### config.mk
export PLATFORM = sky130hd
export DESIGN_NAME = thermal_fault_monitor
export DESIGN_NICKNAME = d
export VERILOG_FILES = /design/src/hw/rtl/tfm_pkg.sv /design/src/hw/rtl/tfm_lane.sv /design/src/hw/rtl/tfm_merge.sv /design/src/hw/rtl/tfm_check.sv /design/src/hw/rtl/thermal_fault_monitor.sv
export SDC_FILE = /design/constraint.sdc
export NUM_CORES = 1
export LEC_CHECK = 0
export BUFFER_PORTS_ARGS = -buffer_cell sky130_fd_sc_hd__buf_2
export CAP_MARGIN = 20
export CORE_ASPECT_RATIO = 1.75
export CORE_MARGIN = 2
export CORE_UTILIZATION = 47
export CTS_CLUSTER_SIZE = 30
export DETAILED_ROUTE_END_ITERATION = 8
export PLACE_DENSITY = 0.64
export SKIP_LAST_GASP = 1
export SYNTH_ARGS = -nofsm -noshare
export SYNTH_HDL_FRONTEND = slang
export SYNTH_SLANG_ARGS = --single-unit
### constraint.sdc
create_clock -name clk -period 6.66 [get_ports clk]
set_clock_uncertainty 0.1 [all_clocks]
set_input_delay 1.332 -clock clk [delete_from_list [all_inputs] [get_ports clk]]
set_output_delay 1.332 -clock clk [all_outputs]
set_load 0.1 [all_outputs]
### src/hw/rtl/tfm_pkg.sv
// shared types, constants and helpers of the thermal fault monitor
// no dependencies
package tfm_pkg;

	localparam int NUM_ZONES = 4;
	localparam int TEMP_W    = 16;
	localparam int CMD_W     = 14;
	localparam int RPM_W     = 16;
	localparam int CNT_W     = 10;
	localparam int CFG_DW    = 16;
	localparam int CFG_AW    = 3;
	localparam int CODE_W    = 3;

	typedef logic signed [TEMP_W-1:0] temp_t;

	// range and plausibility thresholds
	localparam temp_t             TEMP_LO       = -16'sd4000;
	localparam temp_t             TEMP_HI       = 16'sd12000;
	localparam logic [TEMP_W:0]   COOLANT_GAP   = 17'd6000;
	localparam logic [TEMP_W:0]   STUCK_EPS     = 17'd5;
	localparam logic [CMD_W-1:0]  CMD_ACTIVE    = 14'd5000;
	localparam logic [RPM_W-1:0]  PUMP_MIN_RPM  = 16'd1000;
	localparam logic [RPM_W-1:0]  FAN_MIN_RPM   = 16'd500;
	localparam logic [RPM_W-1:0]  PUMP_GOOD_RPM = 16'd3000;
	localparam logic [RPM_W-1:0]  FAN_GOOD_RPM  = 16'd2000;
	localparam logic [CNT_W-1:0]  CNT_MAX       = 10'd1023;

	// register indexes
	localparam logic [CFG_AW-1:0] REG_PERIOD    = 3'd0;
	localparam logic [CFG_AW-1:0] REG_OVER_TEMP = 3'd1;
	localparam logic [CFG_AW-1:0] REG_SPREAD    = 3'd2;
	localparam logic [CFG_AW-1:0] REG_STUCK     = 3'd3;
	localparam logic [CFG_AW-1:0] REG_FEEDBACK  = 3'd4;
	localparam logic [CFG_AW-1:0] REG_COOLING   = 3'd5;

	// register reset values
	localparam logic [15:0]       RST_PERIOD    = 16'd100;
	localparam logic [14:0]       RST_OVER_TEMP = 15'd5500;
	localparam logic [13:0]       RST_SPREAD    = 14'd2000;
	localparam logic [CNT_W-1:0]  RST_STUCK     = 10'd50;
	localparam logic [CNT_W-1:0]  RST_FEEDBACK  = 10'd100;
	localparam logic [CNT_W-1:0]  RST_COOLING   = 10'd300;

	// fault codes
	localparam logic [CODE_W-1:0] FAULT_NONE      = 3'd0;
	localparam logic [CODE_W-1:0] FAULT_RANGE     = 3'd1;
	localparam logic [CODE_W-1:0] FAULT_IMPLAUS   = 3'd2;
	localparam logic [CODE_W-1:0] FAULT_IMBALANCE = 3'd3;
	localparam logic [CODE_W-1:0] FAULT_PUMP      = 3'd4;
	localparam logic [CODE_W-1:0] FAULT_FAN       = 3'd5;
	localparam logic [CODE_W-1:0] FAULT_COOLING   = 3'd6;
	localparam logic [CODE_W-1:0] FAULT_OVERTEMP  = 3'd7;

	typedef struct packed {
		temp_t temp;
		logic  out_of_range;
	} lane_t;

	typedef struct packed {
		logic             range_fault;
		temp_t            max_temp;
		temp_t            min_temp;
		temp_t            coolant;
		logic [CMD_W-1:0] pump_cmd;
		logic [CMD_W-1:0] fan_cmd;
		logic [RPM_W-1:0] pump_rpm;
		logic [RPM_W-1:0] fan_rpm;
	} sample_t;

	typedef struct packed {
		logic [15:0]      period;
		logic [14:0]      over_temp;
		logic [13:0]      spread;
		logic [CNT_W-1:0] stuck_lim;
		logic [CNT_W-1:0] fb_lim;
		logic [CNT_W-1:0] cool_lim;
	} cfg_t;

	// saturating event counter, cleared when the condition is absent
	function automatic logic [CNT_W-1:0] bump(input logic [CNT_W-1:0] cnt, input logic cond);
		if (!cond) begin
			return '0;
		end
		return (cnt == CNT_MAX) ? CNT_MAX : cnt + 1'b1;
	endfunction

endpackage

### src/hw/rtl/tfm_lane.sv
// per-zone lane: range check of one zone temperature
// depends on tfm_pkg
module tfm_lane (
	input  tfm_pkg::temp_t temp,
	output tfm_pkg::lane_t res
);
	import tfm_pkg::*;

	always_comb begin
		res.temp         = temp;
		res.out_of_range = (temp < TEMP_LO) || (temp > TEMP_HI);
	end

endmodule

### src/hw/rtl/tfm_merge.sv
// merging stage: zone maximum, minimum and combined range fault of all lanes
// depends on tfm_pkg
module tfm_merge (
	input  tfm_pkg::lane_t lanes [tfm_pkg::NUM_ZONES],
	output logic           range_fault,
	output tfm_pkg::temp_t max_temp,
	output tfm_pkg::temp_t min_temp
);
	import tfm_pkg::*;

	always_comb begin
		range_fault = 1'b0;
		max_temp    = lanes[0].temp;
		min_temp    = lanes[0].temp;
		for (int i = 0; i < NUM_ZONES; i++) begin
			range_fault = range_fault | lanes[i].out_of_range;
			if (lanes[i].temp > max_temp) begin
				max_temp = lanes[i].temp;
			end
			if (lanes[i].temp < min_temp) begin
				min_temp = lanes[i].temp;
			end
		end
	end

endmodule

### src/hw/rtl/tfm_check.sv
// check stage: prioritized fault checks and the history and counter state
// depends on tfm_pkg
module tfm_check (
	input  logic                     clk,
	input  logic                     arst_n,
	input  logic                     adv,
	input  tfm_pkg::sample_t         smp,
	input  tfm_pkg::cfg_t            cfg,
	output logic [tfm_pkg::CODE_W-1:0] code
);
	import tfm_pkg::*;

	logic             first_q;
	temp_t            prev_max_q;
	logic [CNT_W-1:0] stuck_cnt_q;
	logic [CNT_W-1:0] pump_cnt_q;
	logic [CNT_W-1:0] fan_cnt_q;
	logic [CNT_W-1:0] cool_cnt_q;

	logic signed [TEMP_W:0] gap, delta, spread;
	logic [TEMP_W:0]        abs_gap, abs_delta;
	temp_t                  over_lim;
	logic [CNT_W-1:0]       stuck_nx, pump_nx, fan_nx, cool_nx;
	logic f_gap, f_rate, f_stuck, f_spread, f_pump, f_fan, f_cool, f_over;
	logic stuck_we, pump_we, fan_we, cool_we, pass_plaus, pass_fan, clean;

	always_comb begin
		gap       = {smp.max_temp[TEMP_W-1], smp.max_temp} - {smp.coolant[TEMP_W-1], smp.coolant};
		abs_gap   = gap[TEMP_W] ? -gap : gap;
		delta     = {smp.max_temp[TEMP_W-1], smp.max_temp} - {prev_max_q[TEMP_W-1], prev_max_q};
		abs_delta = delta[TEMP_W] ? -delta : delta;
		spread    = {smp.max_temp[TEMP_W-1], smp.max_temp} - {smp.min_temp[TEMP_W-1], smp.min_temp};
		over_lim  = {cfg.over_temp[14], cfg.over_temp};

		stuck_nx = bump(stuck_cnt_q, abs_delta < STUCK_EPS);
		pump_nx  = bump(pump_cnt_q, (smp.pump_cmd > CMD_ACTIVE) && (smp.pump_rpm < PUMP_MIN_RPM));
		fan_nx   = bump(fan_cnt_q, (smp.fan_cmd > CMD_ACTIVE) && (smp.fan_rpm < FAN_MIN_RPM));
		cool_nx  = bump(cool_cnt_q, (smp.pump_rpm > PUMP_GOOD_RPM) &&
			(smp.fan_rpm > FAN_GOOD_RPM) && (smp.max_temp > prev_max_q));

		f_gap    = abs_gap > COOLANT_GAP;
		f_rate   = !first_q && ({abs_delta, 1'b0} > {2'b00, cfg.period});
		f_stuck  = !first_q && (stuck_nx > cfg.stuck_lim);
		f_spread = spread > {3'b000, cfg.spread};
		f_pump   = pump_nx > cfg.fb_lim;
		f_fan    = fan_nx > cfg.fb_lim;
		f_cool   = !first_q && (cool_nx > cfg.cool_lim);
		f_over   = smp.max_temp > over_lim;

		stuck_we   = !smp.range_fault && !f_gap && !first_q && !f_rate;
		pass_plaus = !smp.range_fault && !f_gap && !f_rate && !f_stuck;
		pump_we    = pass_plaus && !f_spread;
		fan_we     = pump_we && !f_pump;
		pass_fan   = fan_we && !f_fan;
		cool_we    = pass_fan && !first_q;
		clean      = pass_fan && !f_cool && !f_over;

		if (smp.range_fault) begin
			code = FAULT_RANGE;
		end else if (f_gap || f_rate || f_stuck) begin
			code = FAULT_IMPLAUS;
		end else if (f_spread) begin
			code = FAULT_IMBALANCE;
		end else if (f_pump) begin
			code = FAULT_PUMP;
		end else if (f_fan) begin
			code = FAULT_FAN;
		end else if (f_cool) begin
			code = FAULT_COOLING;
		end else if (f_over) begin
			code = FAULT_OVERTEMP;
		end else begin
			code = FAULT_NONE;
		end
	end

	always_ff @(posedge clk or negedge arst_n) begin
		if (!arst_n) begin
			first_q     <= 1'b1;
			prev_max_q  <= '0;
			stuck_cnt_q <= '0;
			pump_cnt_q  <= '0;
			fan_cnt_q   <= '0;
			cool_cnt_q  <= '0;
		end else if (adv) begin
			if (stuck_we) begin
				stuck_cnt_q <= stuck_nx;
			end
			if (pump_we) begin
				pump_cnt_q <= pump_nx;
			end
			if (fan_we) begin
				fan_cnt_q <= fan_nx;
			end
			if (cool_we) begin
				cool_cnt_q <= cool_nx;
			end
			if (clean) begin
				prev_max_q <= smp.max_temp;
				first_q    <= 1'b0;
			end
		end
	end

endmodule

### src/hw/rtl/thermal_fault_monitor.sv
// top level of the thermal fault monitor: config registers, lanes, merge and check stages
// depends on tfm_pkg, tfm_lane, tfm_merge, tfm_check
//
// One sample is accepted per cycle unless in_stall is high, and its fault code appears in the
// output register after stage one: the zone lanes and their merge fill stage one, the check
// stage updates the counters and history and loads the output register. The per-sample state
// loop closes inside the check stage, so samples may follow back to back. in_stall rises only
// while both stage one and the output register hold transactions and out_stall is high.
module thermal_fault_monitor (
	input  logic                        clk,
	input  logic                        arst_n,
	input  logic                        cfg_wen,
	input  logic [tfm_pkg::CFG_AW-1:0]  cfg_idx,
	input  logic [tfm_pkg::CFG_DW-1:0]  cfg_wdata,
	input  logic                        in_valid,
	output logic                        in_stall,
	input  logic signed [15:0]          zone_temp_0,
	input  logic signed [15:0]          zone_temp_1,
	input  logic signed [15:0]          zone_temp_2,
	input  logic signed [15:0]          zone_temp_3,
	input  logic signed [15:0]          coolant_temp,
	input  logic [13:0]                 pump_command,
	input  logic [13:0]                 fan_command,
	input  logic [15:0]                 pump_rpm,
	input  logic [15:0]                 fan_rpm,
	output logic                        out_valid,
	input  logic                        out_stall,
	output logic [2:0]                  fault_code
);
	import tfm_pkg::*;

	cfg_t             cfg_q;
	temp_t            zones [NUM_ZONES];
	lane_t            lanes [NUM_ZONES];
	sample_t          smp_c, smp_s1;
	logic             valid_s1, out_valid_q, out_free, adv;
	logic [CODE_W-1:0] code_c, fault_q;

	always_ff @(posedge clk or negedge arst_n) begin
		if (!arst_n) begin
			cfg_q.period    <= RST_PERIOD;
			cfg_q.over_temp <= RST_OVER_TEMP;
			cfg_q.spread    <= RST_SPREAD;
			cfg_q.stuck_lim <= RST_STUCK;
			cfg_q.fb_lim    <= RST_FEEDBACK;
			cfg_q.cool_lim  <= RST_COOLING;
		end else if (cfg_wen) begin
			case (cfg_idx)
				REG_PERIOD:    cfg_q.period    <= cfg_wdata[15:0];
				REG_OVER_TEMP: cfg_q.over_temp <= cfg_wdata[14:0];
				REG_SPREAD:    cfg_q.spread    <= cfg_wdata[13:0];
				REG_STUCK:     cfg_q.stuck_lim <= cfg_wdata[CNT_W-1:0];
				REG_FEEDBACK:  cfg_q.fb_lim    <= cfg_wdata[CNT_W-1:0];
				REG_COOLING:   cfg_q.cool_lim  <= cfg_wdata[CNT_W-1:0];
				default: ;
			endcase
		end
	end

	assign zones[0] = zone_temp_0;
	assign zones[1] = zone_temp_1;
	assign zones[2] = zone_temp_2;
	assign zones[3] = zone_temp_3;

	for (genvar g = 0; g < NUM_ZONES; g++) begin : g_lane
		tfm_lane u_lane (
			.temp (zones[g]),
			.res  (lanes[g])
		);
	end

	tfm_merge u_merge (
		.lanes       (lanes),
		.range_fault (smp_c.range_fault),
		.max_temp    (smp_c.max_temp),
		.min_temp    (smp_c.min_temp)
	);

	assign smp_c.coolant  = coolant_temp;
	assign smp_c.pump_cmd = pump_command;
	assign smp_c.fan_cmd  = fan_command;
	assign smp_c.pump_rpm = pump_rpm;
	assign smp_c.fan_rpm  = fan_rpm;

	assign out_free = !out_valid_q || !out_stall;
	assign adv      = valid_s1 && out_free;
	assign in_stall = valid_s1 && !out_free;

	always_ff @(posedge clk or negedge arst_n) begin
		if (!arst_n) begin
			valid_s1 <= 1'b0;
		end else if (!in_stall) begin
			valid_s1 <= in_valid;
		end
	end

	always_ff @(posedge clk) begin
		if (in_valid && !in_stall) begin
			smp_s1 <= smp_c;
		end
	end

	tfm_check u_check (
		.clk    (clk),
		.arst_n (arst_n),
		.adv    (adv),
		.smp    (smp_s1),
		.cfg    (cfg_q),
		.code   (code_c)
	);

	always_ff @(posedge clk or negedge arst_n) begin
		if (!arst_n) begin
			out_valid_q <= 1'b0;
		end else if (out_free) begin
			out_valid_q <= valid_s1;
		end
	end

	always_ff @(posedge clk) begin
		if (adv) begin
			fault_q <= code_c;
		end
	end

	assign out_valid  = out_valid_q;
	assign fault_code = fault_q;

endmodule

==> results of run 1 <==
-- synth_stat cells, types with 6 or more instances --
cell / count / share of area
nor4_1: 14 / 0.0048
a21oi_1: 165 / 0.045
dfstp_2: 28 / 0.040
o22ai_1: 9 / 0.0031
o21ai_0: 130 / 0.035
nor2_1: 109 / 0.022
and4_1: 10 / 0.0048
o31ai_1: 7 / 0.0029
and2_1: 8 / 0.0027
a211oi_1: 13 / 0.0053
or2_2: 15 / 0.0051
o41ai_1: 6 / 0.0029
a31oi_1: 14 / 0.0048
mux2i_1: 46 / 0.025
edfxtp_1: 112 / 0.18
nand3_1: 52 / 0.014
nand2b_1: 15 / 0.0051
a2111oi_0: 13 / 0.0062
ha_1: 216 / 0.15
or3_1: 12 / 0.0041
nand2_1: 131 / 0.027
dfrtp_1: 106 / 0.14
nand4_1: 42 / 0.014
xnor2_1: 40 / 0.019
xor2_1: 27 / 0.013
mux2_4: 9 / 0.0074
inv_1: 201 / 0.041
nor3_1: 33 / 0.0090
mux2_2: 66 / 0.040
nor2b_1: 25 / 0.0085
o2111ai_1: 8 / 0.0038
o211ai_1: 18 / 0.0074
and3_1: 28 / 0.0095
a21o_1: 57 / 0.023
clkbuf_1: 38 / 0.0078
o21a_1: 25 / 0.010
-- cell families (layout without fill, tap and decap cells) --
family,Yosys count,in the layout,synth area share
other,0,6,0
adders and majority gates,219,219,0.150
muxes,126,126,0.0759
DFF,246,246,0.367
AOI/OAI and AO/OA,515,515,0.175
and+or+nand+nor,527,527,0.148
buffers and inverters,247,721,0.0519
xor gates and xnor gates,67,67,0.0319
-- stage by stage --
| stage | cell area, µm² | std cells | util |
|---|---|---|---|
| after CTS | 23700 | 2896 | 0.614 |
| after detailed placement | 21700 | 2799 | 0.563 |
| final | 24100 | 2912 | 0.625 |
| after global placement | 21700 | 2799 | 0.563 |
| after floorplan | 18500 | 1947 | - |
| after global routing | 24100 | 2908 | 0.625 |
-- power groups by stage --
| stage | Clock, mW | Sequential (mW) | Combinational, mW |
|---|---|---|---|
| 2_1_floorplan | 0 | 1.95 | 2.17 |
| 3_3_place_gp | 0 | 1.95 | 3.39 |
| 3_5_place_dp | 0 | 1.96 | 3.50 |
| 4_1_cts | 1.61 | 1.93 | 3.89 |
| 5_1_grt | 1.66 | 1.95 | 4.45 |
| 6_report | 1.58 | 1.93 | 4.05 |
-- routing by layer --
layer | wire length (µm) | vias to the layer above | track usage
met1 | 19000 | 8037 | 0.254
met2 | 32000 | 450 | 0.569
met3 | 2160 | 237 | 0.0331
met5 | 11 | - | 0
met4 | 5260 | 2 | 0.211
li1 | - | 8078 | -
-- critical path, delay by kind of cell --
| kind | cells | cell delay [ns] |
|---|---|---|
| adder cells (fa/ha/maj) | 3 | 0.90 |
| buffers and inverters | 11 | 1.45 |
| AND/OR/NAND/NOR | 8 | 1.54 |
| XOR/XNOR | 1 | 0.22 |
| AO/OA/AOI/OAI | 12 | 1.70 |
-- what timing repair did --
| item | CTS | global route |
|---|---|---|
| cloned | 7 | 0 |
| endpoints found under the setup margin | 67 | 77 |
| pin swaps | 56 | 49 |
| buffers inserted | 45 | 13 |
| gates resized for setup | 137 | 80 |
-- final timing paths --
check,slack [ns],startpoint,to
max,-0.30,zone_temp_0[13],smp_s1[86]
min,0.39,u_check.prev_max_q[10],u_check.prev_max_q[10]
max reg2reg,0.19,smp_s1[94],u_check.prev_max_q[14]
min reg2reg,0.39,u_check.prev_max_q[10],u_check.prev_max_q[10]
max in group asynchronous,4.44,arst_n,cfg_q[4]
min in group asynchronous,0.68,arst_n,u_check.stuck_cnt_q[6]
-- flip-flops by register name, indices dropped and copies added, names as in the netlist --
| signal | flops |
|---|---|
| u_check.fan_cnt_q | 10 |
| smp_s1 | 109 |
| out_valid | 1 |
| cfg_q | 75 |
| fault_code | 3 |
| valid_s1 | 1 |
| u_check.first_q | 1 |
| u_check.prev_max_q | 16 |
| u_check.stuck_cnt_q | 10 |
| u_check.pump_cnt_q | 10 |
| u_check.cool_cnt_q | 10 |
-- layout make-up --
cell class	instances	share of cell area
multi-input combinational	1454	0.483
sequential	246	0.280
timing repair buffer	472	0.140
inverter	201	0.0323
clock buffer	28	0.0273
tap	485	0.0252
clock inverter	20	0.0112
antenna	6	0.000624
==> impl_metrics.yaml, run 1 <==
run_status:
  status: "finished with violations"
  violations: "negative setup slack"
place:
  place_hpwl_mm: 46.5
  pre_cts_ws_ns: -1.40
  port_buffers: 168
  place.gp.congestion: 0.954
global_route:
  grt-ovfl-total: 0
  grt_first_pass_wirelength_mm: 91.4
  grt_max_degree: 71
  grt_pass1_vias: 18000
  grt_usage: 0.284
  antenna_found_initial: 5
min_path:
  worstHoldPathCells: 1
  worstHoldPathType: "reg -> reg"
critical_path:
  slowest_delay_ns: 0.41
  cp.required_ns: 6.85
  end_kind: "register"
  crit_type: "in -> reg"
  cp_slowest_cell: "or3_4"
  r2r_cells: 27
  crit_arrival_ns: 7.15
  worstPathMaxFanout: 8
  setup.worst_path.start_class: "input pin"
cts:
  hold_buffers: 0
  clock_latency_ns: 0.56
  numClockSinks: 246
  numCtsBuffers: 26
  clk_pin_slew_ns: 0.06
  root_buffer: "clkbuf_16"
  htree_levels: 1
  cts_tree: "built"
  cts.path.max_buffers: 3
drt:
  post-route-drc-count: 0
  routedWlPerCell_um: 20.1
  via_per_inst: 5.77
  final_antenna_net_count: 0
  vias: 16800
  drt-total-wl_mm: 58.4
  drt_pre_antenna_iters: 6
  drt-initial-drc-count: 888
sta:
  fin_setup_tns_ns: -8.17
  final-max-slew-violation-count: 0
  holdWs_ns: 0.393
  setup_viol: 32
  hold_viol_final: 0
  max_freq_mhz: 144
  rsz0062_at_grt: "yes"
  min_period_over_period: 1.05
  min_period_ns: 6.96
  worst_pin_slew_ns: 1.07
  relSlewSlack: 0.269
  fin_ws_ns: -0.302
pwr:
  p_seq_frac: 0.256
  p_int_mw: 4.66
  total_power_mw: 7.56
  p_switching_mw: 2.90
  switching_share: 0.384
  peakVddDrop_v: 0.000208
  power_per_cell_area_nw_per_um2: 314
  pwr-share-clk: 0.209
  pwr-share-comb: 0.536
  leakage_nw: 11.1
synth:
  synth_edf_count: 112
  syn_area_per_cell_um2: 9.44
  syn_area_um2: 18400
  ys_async_sr_fraction: 0.545
  ys_types: 84
  synthCells: 1947
  yosys_warnings: 0
  ys.flop_type: "edfxtp_1"
  yosys_register_bits: 246
  seq_area_frac_synth: 0.367
  syn_nets: 2330
floorplan:
  die-area_um2: 40800
  rows: 95
  start_util: 0.477
  coreArea_um2: 38500
  ios: 169
  dieWidth_um: 153
  die_y_um: 266
final_layout:
  area_growth_pct: 31.0
  final_cell_mix: "buf_4, ha_1, inv_1"
  nNetsFinal: 2784
  seq_area_um2: 6750
  drive_gt1_frac: 0.325
  layout_commonest_cell: "buf_4"
  fillCellCount: 3296
  multi_input_area_um2: 11600
flow_run:
  drv_cap: 0
Note: power is estimated with default switching activity, not from simulation.
==> run 2: changes to the inputs <==
Settings changed: ABC_AREA from default to 1, CORE_UTILIZATION 47 to 60, PLACE_DENSITY 0.64 to 0.79.
==> impl_metrics.yaml, run 2 <==
critical_path:
  setup.worst_path.start_class: "input pin"
  slowest_delay_ns: 0.34
  worstPathMaxFanout: 15
  cp_slowest_cell: "ha_1"
  end_kind: "register"
  crit_type: "in -> reg"
  cp_common_cell: "nand2_1"
  cp.required_ns: 6.83
  crit_arrival_ns: 6.56
sta:
  min_period_ns: 6.39
  min_period_over_period: 0.960
  final-max-slew-violation-count: 0
  max_freq_mhz: 156
  fin_ws_ns: 0.267
  hold_viol_final: 0
  setup_viol: 0
  relSlewSlack: 0.328
  rsz0062_at_grt: "yes"
  worst_pin_slew_ns: 1.01
synth:
  yosys_register_bits: 246
  syn_area_per_cell_um2: 7.95
  synth.most_common_cell: "nand2_1"
  synth.cells.most_frequent: "nand2_1, inv_1, ha_1"
  synth.area.top_cells: "edfxtp_1, ha_1, dfrtp_1"
  syn_area_um2: 18200
  seq_area_frac_synth: 0.371
  syn_nets: 2675
  ys.flop_type: "edfxtp_1"
  ys_types: 67
  yosys_warnings: 0
  synth_area_leader_cell: "edfxtp_1"
  synth_top_area_share: 0.185
  synth_edf_count: 112
  synthCells: 2292
  ys_async_sr_fraction: 0.545
flow_run:
  drv_cap: 0
global_route:
  antenna_found_initial: 1
  grt_max_degree: 80
  grt-ovfl-total: 0
  grt_first_pass_wirelength_mm: 81.4
  grt_usage: 0.326
  grt_pass1_vias: 16900
final_layout:
  fillCellCount: 2387
  largest_register_ffs: 109
  reg.largest.list: "smp_s1: 109 flops, cfg_q: 75 flops, u_check.prev_max_q: 16 flops"
  area_growth_pct: 18.0
  nNetsFinal: 2964
  drive_gt1_frac: 0.181
  layout_commonest_cell: "nand2_1"
  largest-register: "smp_s1"
  final_core_util: 0.718
  final_cell_mix: "nand2_1, inv_1, ha_1"
  finalNonFillerCells: 2985
floorplan:
  dieWidth_um: 136
  coreArea_um2: 30000
  ios: 169
  die_y_um: 234
  die-area_um2: 31800
  rows: 84
  start_util: 0.608
cts:
  cts.path.max_buffers: 3
  htree_levels: 1
  numCtsBuffers: 23
  clock_latency_ns: 0.53
  root_buffer: "clkbuf_16"
  numClockSinks: 246
  clk_pin_slew_ns: 0.07
  cts_tree: "built"
place:
  place_hpwl_mm: 41.9
  place.gp.congestion: 1.01
  dp.cells: 2936
  port_buffers: 168
  pre_cts_ws_ns: -0.695
min_path:
  worstHoldPathType: "reg -> reg"
run_status:
  status: "complete, no violations"
pwr:
  total_power_mw: 6.82
  power_per_cell_area_nw_per_um2: 317
  leakage_nw: 10.7
  peakVddDrop_v: 0.000235
drt:
  routedWlPerCell_um: 17.5
  final_antenna_net_count: 0
  post-route-drc-count: 0
  drt-total-wl_mm: 52.1
  drt_pre_antenna_iters: 7
  vias: 16900
  via_per_inst: 5.65
  drt-initial-drc-count: 845
[run 2: repair_timing]
action                     in CTS  in global routing
buffers inserted                0                  6
pin swaps                       0                 23
resized for setup               4                 68
hold buffers                    0                  0
cloned                          0                  2
setup endpoints to repair      16                 27
[run 2: final cells by class]
class / instances / area, µm² / area share
multi-input cells: 1657 / 10200 / 0.474
flip-flops and latches: 246 / 6750 / 0.314
repair buffers: 311 / 2020 / 0.0942
inverters: 342 / 1290 / 0.0598
clock buffers: 27 / 622 / 0.0289
well taps: 387 / 484 / 0.0225
clock inverters: 14 / 129 / 0.00600
diodes: 1 / 2.50 / 0.000116
[run 2: stage by stage]
| step | area [µm²] | TNS (ns) | hold slack, ns |
|---|---|---|---|
| finish | 21500 | 0 | 0.370 |
| global route | 21500 | -2.51 | 0.391 |
| CTS | 21200 | 0 | 0.376 |
| detailed placement | 20400 | -10.93 | 0.359 |
| global placement | 20400 | -7.78 | 0.353 |
| floorplan | 18200 | 0 | 0.342 |
[run 2: worst max-delay path, delay by kind of cell]
| family | cells | cell delay [ns] |
|---|---|---|
| AO/OA/AOI/OAI | 14 | 2.21 |
| adder cells (fa/ha/maj) | 3 | 0.75 |
| buffers and inverters | 8 | 1.02 |
| AND/OR/NAND/NOR | 15 | 1.24 |
[run 2: layer usage]
layer	wire [µm]	share of wire	vias up	global-route usage
met1	17200	0.33	7882	0.295
li1	-	-	8257	-
met5	0	0	-	0
met2	28400	0.55	480	0.635
met4	4550	0.087	0	0.259
met3	1920	0.037	238	0.0401
[run 2: final timing paths]
kind	to	slack [ns]	cells past startpoint	startpoint
max in group asynchronous	valid_s1	4.25	2	arst_n
worst max register to register	u_check.prev_max_q[3]	0.45	35	smp_s1[92]
min in group asynchronous	u_check.stuck_cnt_q[8]	0.87	1	arst_n
worst min-delay path	u_check.cool_cnt_q[7]	0.37	2	u_check.cool_cnt_q[7]
worst min register to register	u_check.cool_cnt_q[7]	0.37	2	u_check.cool_cnt_q[7]
worst max-delay path	smp_s1[102]	0.27	40	zone_temp_0[5]
[run 2: where the power goes]
group	internal [mW]	switching, mW	leakage, nW
Clock	0.722	0.612	0.364
Sequential	1.85	0.129	2.76
Combinational	1.35	2.16	7.61
Total	3.92	2.90	10.7
[run 2: logic make-up after synthesis]
group           synth area share
compound gates             0.131
xor+xnor                  0.0430
fa+ha+maj                  0.152
buf+inv                   0.0821
flops                      0.371
simple gates               0.222
==> run 3: changes to the inputs <==
==> constraint.sdc (replaced) <==
create_clock -name clk -period 6.66 [get_ports clk]
set_clock_uncertainty 0.1 [all_clocks]
set_input_delay 0.999 -clock clk [delete_from_list [all_inputs] [get_ports clk]]
set_output_delay 0.999 -clock clk [all_outputs]
set_load 0.1 [all_outputs]
==> impl_metrics.yaml, run 3 (synthesis results as in run 2) <==
run_status:
  status: "complete, no violations"
floorplan:
  dieWidth_um: 136
  ios: 169
  die_y_um: 234
  die-area_um2: 31800
  rows: 84
  coreArea_um2: 30000
  start_util: 0.608
pwr:
  power_per_cell_area_nw_per_um2: 320
  peakVddDrop_v: 0.000245
  total_power_mw: 6.72
  leakage_nw: 10.5
cts:
  root_buffer: "clkbuf_16"
  htree_levels: 1
  numCtsBuffers: 24
  clock_latency_ns: 0.54
  numClockSinks: 246
  cts_tree: "built"
  cts.path.max_buffers: 3
  clk_pin_slew_ns: 0.06
  hold_buffers: 0
sta:
  final-max-slew-violation-count: 0
  fin_setup_tns_ns: 0
  worst_pin_slew_ns: 0.995
  hold_viol_final: 0
  setup_viol: 0
  relSlewSlack: 0.336
  min_period_ns: 6.21
  min_period_over_period: 0.932
  max_freq_mhz: 161
place:
  place_hpwl_mm: 41.5
  dp.cells: 2896
  port_buffers: 168
  place.gp.congestion: 1.03
  post_dp_cell_area_um2: 20100
drt:
  drt_pre_antenna_iters: 5
  vias: 16600
  routedWlPerCell_um: 17.3
  drt-total-wl_mm: 51.0
  post-route-drc-count: 0
  via_per_inst: 5.66
  drt-initial-drc-count: 746
  final_antenna_net_count: 0
global_route:
  grt-ovfl-total: 0
  grt_usage: 0.323
  grt_pass1_vias: 17000
  antenna_found_initial: 0
  grt_first_pass_wirelength_mm: 80.7
  grt_max_degree: 79
final_layout:
  antenna_cells: 0
  reg.largest.list: "smp_s1: 109 flops, cfg_q: 75 flops, u_check.prev_max_q: 16 flops"
  drive_gt1_frac: 0.154
  layout_commonest_cell: "nand2_1"
  largest_register_ffs: 109
  largest-register: "smp_s1"
  final_area_um2: 21000
  finalNonFillerCells: 2942
  final_cell_mix: "nand2_1, inv_1, ha_1"
  area_growth_pct: 15.2
  nNetsFinal: 2920
critical_path:
  endpoint: "u_check.prev_max_q[8]"
  cp.required_ns: 6.99
  slowest_delay_ns: 0.41
  crit_type: "reg -> reg"
  crit_cells: 35
  cp_slowest_cell: "edfxtp_1"
  critPathLaunch: "smp_s1[92]"
  reg2reg_from: "smp_s1[92]"
  worstPathMaxFanout: 17
  end_kind: "register"
  cp_common_cell: "nand2_1"
  cp_top_family: "simple AND/OR/NAND/NOR gates"
  setup.worst_path.start_class: "register"
  r2r-end: "u_check.prev_max_q[8]"
  worst-path-buf-inv: 4
  crit_arrival_ns: 6.54
  r2r_cells: 35
  ff2ff_setup_slack_ns: 0.45
flow_run:
  drv_cap: 0
min_path:
  worstHoldPathType: "reg -> reg"
==> run 3: cell count changes in the layout (fill, tap and decap cells not counted), moves of 5 or more <==
cell	before	now
buf_4	133	96
ha_1	209	216
ha_4	5	0
nand2_1	570	575
o21ai_0	171	179
o21ai_2	10	3
==> run 3: repair_timing <==
action	4_1_cts	5_1_grt
resized for setup	0	19
endpoints found under the setup margin	0	16
setup buffers	0	1
==> run 3: per-layer routing <==
| metal | global-route usage | part of all wire | up-vias |
|---|---|---|---|
| li1 | - | - | 8178 |
| met1 | 0.292 | 0.33 | 7717 |
| met2 | 0.638 | 0.54 | 517 |
| met3 | 0.0323 | 0.037 | 237 |
| met4 | 0.249 | 0.089 | 0 |
| met5 | 0 | 0 | - |
==> run 3: final cells by class <==
| cell class | instances | area (µm²) |
|---|---|---|
| Clock inverter | 14 | 128 |
| Sequential cell | 246 | 6750 |
| Clock buffer | 30 | 686 |
| Timing Repair Buffer | 265 | 1600 |
| Fill cell | 2477 | 8980 |
| Tap cell | 387 | 484 |
| Inverter | 342 | 1290 |
| Multi-Input combinational cell | 1658 | 10000 |
==> run 3: where the power goes <==
group,switching [mW],internal (mW),total [mW]
sequential,0.113,1.85,1.97
clock,0.626,0.780,1.41
combinational,2.11,1.24,3.35
total,2.85,3.87,6.72
==> run 3: worst min path at each step <==
stage                                 from                endpoint  slack, ns  depth (start not counted)
floorplan            u_check.cool_cnt_q[7]   u_check.cool_cnt_q[7]       0.34                          2
global placement     u_check.prev_max_q[9]   u_check.prev_max_q[9]       0.35                          2
detailed placement  u_check.prev_max_q[12]  u_check.prev_max_q[12]       0.36                          2
CTS                 u_check.prev_max_q[12]  u_check.prev_max_q[12]       0.38                          2
global route        u_check.prev_max_q[10]  u_check.prev_max_q[10]       0.39                          2
finish              u_check.prev_max_q[13]  u_check.prev_max_q[13]       0.38                          2
==> run 3: tightest hold or removal path: stages (launching register included) <==
cell	delay [ns]
dfrtp_1	0.35
nand2_1	0.05
nand2_1	0.05
==> run 3: through the flow <==
| step | util | hold WS (ns) | worst slack (ns) |
|---|---|---|---|
| 2_1_floorplan | - | 0.342 | 0.465 |
| 5_1_grt | 0.700 | 0.388 | -0.00573 |
| 3_3_place_gp | 0.671 | 0.354 | -0.218 |
| 4_1_cts | 0.698 | 0.376 | 0.199 |
| 3_5_place_dp | 0.671 | 0.359 | -0.349 |
| 6_report | 0.700 | 0.376 | 0.452 |
